$ cat config.mk
export PLATFORM = sky130hd
export DESIGN_NAME = swhc_mod
export DESIGN_NICKNAME = d
export VERILOG_FILES = /design/src/rtl/swhc_pkg.sv /design/src/rtl/swhc_mod.sv
export SDC_FILE = /design/constraint.sdc
export NUM_CORES = 1
export LEC_CHECK = 0
export BUFFER_PORTS_ARGS = -buffer_cell sky130_fd_sc_hd__buf_2
export CORE_UTILIZATION = 60
export CTS_BUF_LIST = sky130_fd_sc_hd__clkbuf_4 sky130_fd_sc_hd__clkbuf_8
export DETAILED_ROUTE_END_ITERATION = 10
export PLACE_DENSITY = 0.77
export SLEW_MARGIN = 20
export SYNTH_ARGS = -nofsm -noshare
export SYNTH_HDL_FRONTEND = slang
export SYNTH_SLANG_ARGS = --single-unit
$ cat constraint.sdc
create_clock -name clk_i -period 6.92 [get_ports clk_i]
set_input_delay 1.73 -clock clk_i [delete_from_list [all_inputs] [get_ports clk_i]]
set_output_delay 1.73 -clock clk_i [all_outputs]
set_load 0.005 [all_outputs]
$ cat src/rtl/swhc_pkg.sv
// Shared types and constants for the sliding window hit counter.
// No dependencies; swhc_mod and the hit counter unit import this package.
package swhc_pkg;

  // Field widths of the stream payload.
  localparam int unsigned TimeW  = 31;
  localparam int unsigned CountW = 16;
  localparam int unsigned SumW   = 25;

  // Window length in seconds, which is also the number of buckets.
  localparam int unsigned Window = 300;
  localparam int unsigned IdxW   = $clog2(Window);

  // Saturation limits.
  localparam logic [CountW-1:0] CountMax = {CountW{1'b1}};
  localparam logic [SumW-1:0]   SumMax   = {SumW{1'b1}};

  // Operation carried in tuser.
  typedef enum logic {
    OP_HIT   = 1'b0,
    OP_QUERY = 1'b1
  } op_e;

  // Controller states.
  typedef enum logic [2:0] {
    ST_INIT,
    ST_IDLE,
    ST_MOD,
    ST_SWEEP,
    ST_TAIL,
    ST_FINISH
  } state_e;

  // One bucket as it is stored in the memory.
  typedef struct packed {
    logic [CountW-1:0] count;
    logic [TimeW-1:0]  stamp;
  } bucket_t;

endpackage

$ cat src/rtl/swhc_mod.sv
// Remainder unit: a registered pipeline reduces a time value modulo the window.
// Depends on swhc_pkg for widths and the window constant.
module swhc_mod
  import swhc_pkg::*;
(
  input  logic             clk_i,
  input  logic             rst_ni,
  input  logic             start_i,
  input  logic [TimeW-1:0] value_i,
  output logic             busy_o,
  output logic [IdxW-1:0]  rem_o
);

  // The upper time bits are folded onto the lower ones with 2^16 mod Window.
  // The quotient of the folded value then comes from a reciprocal product,
  // which is exact for every value below 2^FoldW.
  localparam int unsigned     LoW       = 16;
  localparam int unsigned     HiW       = TimeW - LoW;
  localparam int unsigned     FoldW     = HiW + IdxW + 1;
  localparam int unsigned     RecipW    = FoldW + 1;
  localparam int unsigned     ProdW     = FoldW + RecipW;
  localparam int unsigned     QuotShift = FoldW + IdxW;
  localparam longint unsigned FoldMul   = (64'd1 << LoW) % Window;
  localparam longint unsigned RecipMul  = ((64'd1 << QuotShift) + Window - 1) / Window;

  logic [2:0]       stage_q, stage_d;
  logic [TimeW-1:0] val_q;
  logic [FoldW-1:0] fold_q, fold_d;
  logic [ProdW-1:0] prod_q, prod_d;
  logic [FoldW-1:0] quot;
  logic [FoldW-1:0] rest;
  logic [IdxW-1:0]  rem_q, rem_d;

  // Fold, multiply by the reciprocal, then subtract the quotient multiple.
  always_comb begin
    stage_d = {stage_q[1:0], start_i};
    fold_d  = FoldW'(val_q[TimeW-1:LoW]) * FoldW'(FoldMul) + FoldW'(val_q[LoW-1:0]);
    prod_d  = ProdW'(fold_q) * ProdW'(RecipMul);
    quot    = FoldW'(prod_q[ProdW-1:QuotShift]);
    rest    = fold_q - quot * FoldW'(Window);
    rem_d   = rest[IdxW-1:0];
  end

  always_ff @(posedge clk_i or negedge rst_ni) begin
    if (!rst_ni) begin
      stage_q <= '0;
    end else begin
      stage_q <= stage_d;
    end
  end

  // Each step loads when the step before it has produced its value.
  always_ff @(posedge clk_i) begin
    if (start_i) begin
      val_q <= value_i;
    end
    if (stage_q[0]) begin
      fold_q <= fold_d;
    end
    if (stage_q[1]) begin
      prod_q <= prod_d;
    end
    if (stage_q[2]) begin
      rem_q <= rem_d;
    end
  end

  assign busy_o = |stage_q;
  assign rem_o  = rem_q;

endmodule

Word level (Yosys, flattened, before mapping)
Index checks and enable logic that the tools add are counted.
{"block": "word_totals", "register_bits": 118, "in_bits": 34, "output_inout_bits": 10, "wordCells": 11}
{"block": "classes", "add_sub_neg": 2, "multipliers": 3, "reduce_logical": 1}
{"operator": "24-bit by 26-bit multiplier with 50-bit output, second input constant", "count": 1}
{"operator": "23-bit by 16-bit adder with 24-bit output", "count": 1}
{"operator": "15-bit by 5-bit multiplier with 20-bit output, second input constant", "count": 1}
{"operator": "17-bit by 7-bit multiplier with 7-bit output, second input constant", "count": 1}
{"operator": "9-bit subtractor", "count": 1}
{"operator": "3-bit OR reduction", "count": 1}

Depth between registers and ports, before layout
{"block": "logic_depth", "depth_word": 2, "depth_mapped": 22}

Least setup slack after synthesis
OpenSTA, ideal clock, no wires.
{"block": "synth_timing", "path_type": "reg-to-reg", "startpoint": "register fold_q[21]", "endpoint": "register prod_q[37] (data pin)", "setup_ns": 0.269, "arrival_time_ns": 5.950, "required_ns": 6.651, "slack_ns": 0.701, "path_stages_with_launch": 22, "path_buffers": 0, "path_cell_list": "edfxtp_1 fa_1 inv_1 fa_1 inv_1 fa_1 inv_1 fa_1 inv_1 fa_1 inv_1 fa_1 fa_1 inv_1 ha_1 a21o_1 or4b_1 nor3_1 o311ai_1 a21oi_1 o31ai_1 xor2_1"}
{"block": "synth_between", "elab_chain_len": 1}
{"item": "from (decl)", "line_no": "swhc_mod.sv:28", "rtl": "logic [FoldW-1:0] fold_q, fold_d;"}
{"item": "from (signal assigned)", "line_no": "swhc_mod.sv:58", "rtl": "fold_q <= fold_d;"}
{"item": "24-bit by 26-bit multiplier with 50-bit output", "line_no": "swhc_mod.sv:38", "rtl": "prod_d = ProdW'(fold_q) * ProdW'(RecipMul);"}
{"item": "net prod_d[37]", "line_no": "swhc_mod.sv:29", "rtl": "logic [ProdW-1:0] prod_q, prod_d;"}
{"item": "to (signal assigned)", "line_no": "swhc_mod.sv:61", "rtl": "prod_q <= prod_d;"}
{"item": "to (decl)", "line_no": "swhc_mod.sv:29"}
The timed path passes the listed nets, and every way through them passes these cells.
A chain may end at the register's enable or synchronous reset.

Worst setup path after layout
{"block": "layout_timing", "startpoint": "register fold_q[22]", "endpoint": "register prod_q[40] (data pin)"}
Same word-level chain as after synthesis.

==> results.cfg <==
[worst_setup_path]
start_kind = register
worstSetupStartpoint = fold_q[22]
regToRegSetupSlack_ps = 340
path_class = reg -> reg
cp.arrival_ps = 6690
ff2ff_path_depth = 22
timing.rr.start = fold_q[22]
critPathRequiredTime_ps = 7030
crit_end = prod_q[40]
reg2reg_to = prod_q[40]
cp_max_fo = 6
endpoint_kind = register

[sta]
period_minus_slack_ps = 6580
setup_violations = 0
hold_slack_ps = 429
clock.fmax_ghz = 0.152
slew_violations = 0
hold_viol_final = 0
fin_worst_skew_ps = 33.4
rsz0062_at_grt = false
max-slew-margin-rel_pct = 58.6
fin_crit_sh_pct = 95.1
finalSetupTns_ps = 0
tightest_slew_ps = 621

[min_path]
hp-class = reg -> reg

[synth]
syn-num-nets = 1770
yosys_warnings = 0
synth_cell_types = 51
async_reset_ff_share_pct = 4.05
netlist_instances = 1266
avgSynthCellArea_um2 = 10.5
ys_seq_elements = 74
synth_edf_count = 71
ys_seq_area_share_pct = 16.7
syn_area_mm2 = 0.0132
synth_flop_cell = edfxtp_1

[final_layout]
syn2layout_area_growth_pct = 6.54
fin_nets = 1839
fillers = 1776
antenna_cells = 0
mostFrequentLayoutCells = inv_1, ha_1, fa_1
mostFrequentLayoutCell = inv_1
drive_above_1_share_pct = 6.72

[clock_network]
clk_pin_slew_ps = 90
cts_max_level = 3
cts-root-buf = clkbuf_8
cts.path.max_buffers = 2
cts.hold.buffers_added = 0
insertion_delay_ps = 400
clkSinkCount = 74
cts_made_buffers = 9
cts_tree = done

[status]
outcome = completed

[global_route]
grt_overflow = 0
grt_pass1_wl_mm = 49.2
grt_pass1_vias = 9424
grt_use_total_pct = 30.1
grt_max_degree = 33
antenna_found_initial = 0

[routing]
post-route-drc-count = 0
wl_mm = 30.9
viasPerCell = 5.31
final_antenna_net_count = 0
drt_iter0_markers = 462
routedWlPerCell_um = 19.1
drt_pass1_iterations = 5
vias = 8607

[die]
ios = 44
rows = 54
core_area_mm2 = 0.0218
die_w_um = 151
die_y_um = 151
die_area_mm2 = 0.0227
initial_core_util_pct = 60.9

[placed_design]
gp_congestion = 1.03
port_buffers = 43
detailed_place_hpwl_mm = 28.2

[job]
cap_violations = 0
## registers in the layout, summed over array words and instances (netlist names)
signal / flops
prod_q: 7
fold_q: 24
val_q: 31
stage_q: 3
rem_o: 9
## final cells by class
class	count	area [um2]	share of cell area, %
inverter	423	1590	11.2
multi-input combinational	769	9460	67.0
clock buffer	9	124	0.878
clock inverter	7	58.8	0.417
timing repair buffer	58	328	2.32
tap	280	350	2.48
sequential	74	2210	15.6
## synth_stat cells (5+ instances only)
library cell / count / area, um2
inv_1: 423 / 1590
a31oi_1: 5 / 31.3
nand2_1: 26 / 97.6
o21ai_1: 5 / 25.0
o21a_1: 6 / 45.0
edfxtp_1: 71 / 2130
nor2_1: 36 / 135
nand3_1: 10 / 50.1
o21ai_0: 14 / 70.1
a21oi_1: 31 / 155
a21o_1: 33 / 248
nand4_1: 6 / 37.5
xor2_1: 20 / 175
ha_1: 257 / 3220
xnor2_1: 39 / 342
fa_1: 213 / 4260
nor2b_1: 7 / 43.8
## per-stage QoR
step / cells / setup slack (ps) / area (um2) / utilization, %
floorplan: 1266 / 701 / 13200 / -
global placement: 1602 / 368 / 13900 / 63.9
detailed placement: 1602 / 272 / 13900 / 63.9
CTS: 1618 / 236 / 14100 / 64.8
global route: 1620 / 6.18 / 14100 / 64.9
finish: 1620 / 341 / 14100 / 64.9
## kinds of logic after synthesis
| kind of cell | Yosys count | synth area share, % |
|---|---|---|
| XOR/XNOR | 59 | 3.90 |
| other | 1 | 0.0283 |
| adder cells (fa/ha/maj) | 470 | 56.5 |
| AND/OR/NAND/NOR | 111 | 4.18 |
| AO/OA/AOI/OAI | 128 | 6.79 |
| flip-flops | 74 | 16.7 |
| buffers and inverters | 423 | 12.0 |
## critical path: stages, from the launching register on
cell and delay, ps:
edfxtp_1 510, fa_1 540, inv_1 60, fa_1 480
inv_1 50, fa_1 490, inv_1 50, fa_1 530
inv_1 50, fa_1 530, inv_1 50, fa_1 500
fa_1 550, inv_1 40, ha_1 300, and4_1 210
nand4_1 150, nor4b_2 340, a311oi_1 140, buf_4 180
nor3b_2 250, o22ai_1 150, xnor2_1 140
## worst min-delay path by stage
stage	start	depth (start not counted)	end
3_3_place_gp	val_q[2]	0	fold_q[2]
5_1_grt	val_q[2]	0	fold_q[2]
3_5_place_dp	val_q[0]	0	fold_q[0]
6_report	val_q[0]	0	fold_q[0]
2_1_floorplan	val_q[0]	0	fold_q[0]
4_1_cts	val_q[2]	0	fold_q[2]
## routing by layer
metal,vias up,track usage (%),wire length (um)
li1,4083,-,-
met1,4219,38.9,13000
met2,246,51.7,15000
met3,59,4.73,1870
met4,0,10.3,1020
met5,-,0,0
## repair_timing
item                                    CTS  global route
resized for setup                         0             1
endpoints found under the setup margin    0             2
buffers inserted                          0             2
hold endpoints to repair                  0             0
Power is left out: the tool's default activity adds up to more than one toggle a clock period on the data nets, which glitch-free logic cannot reach.
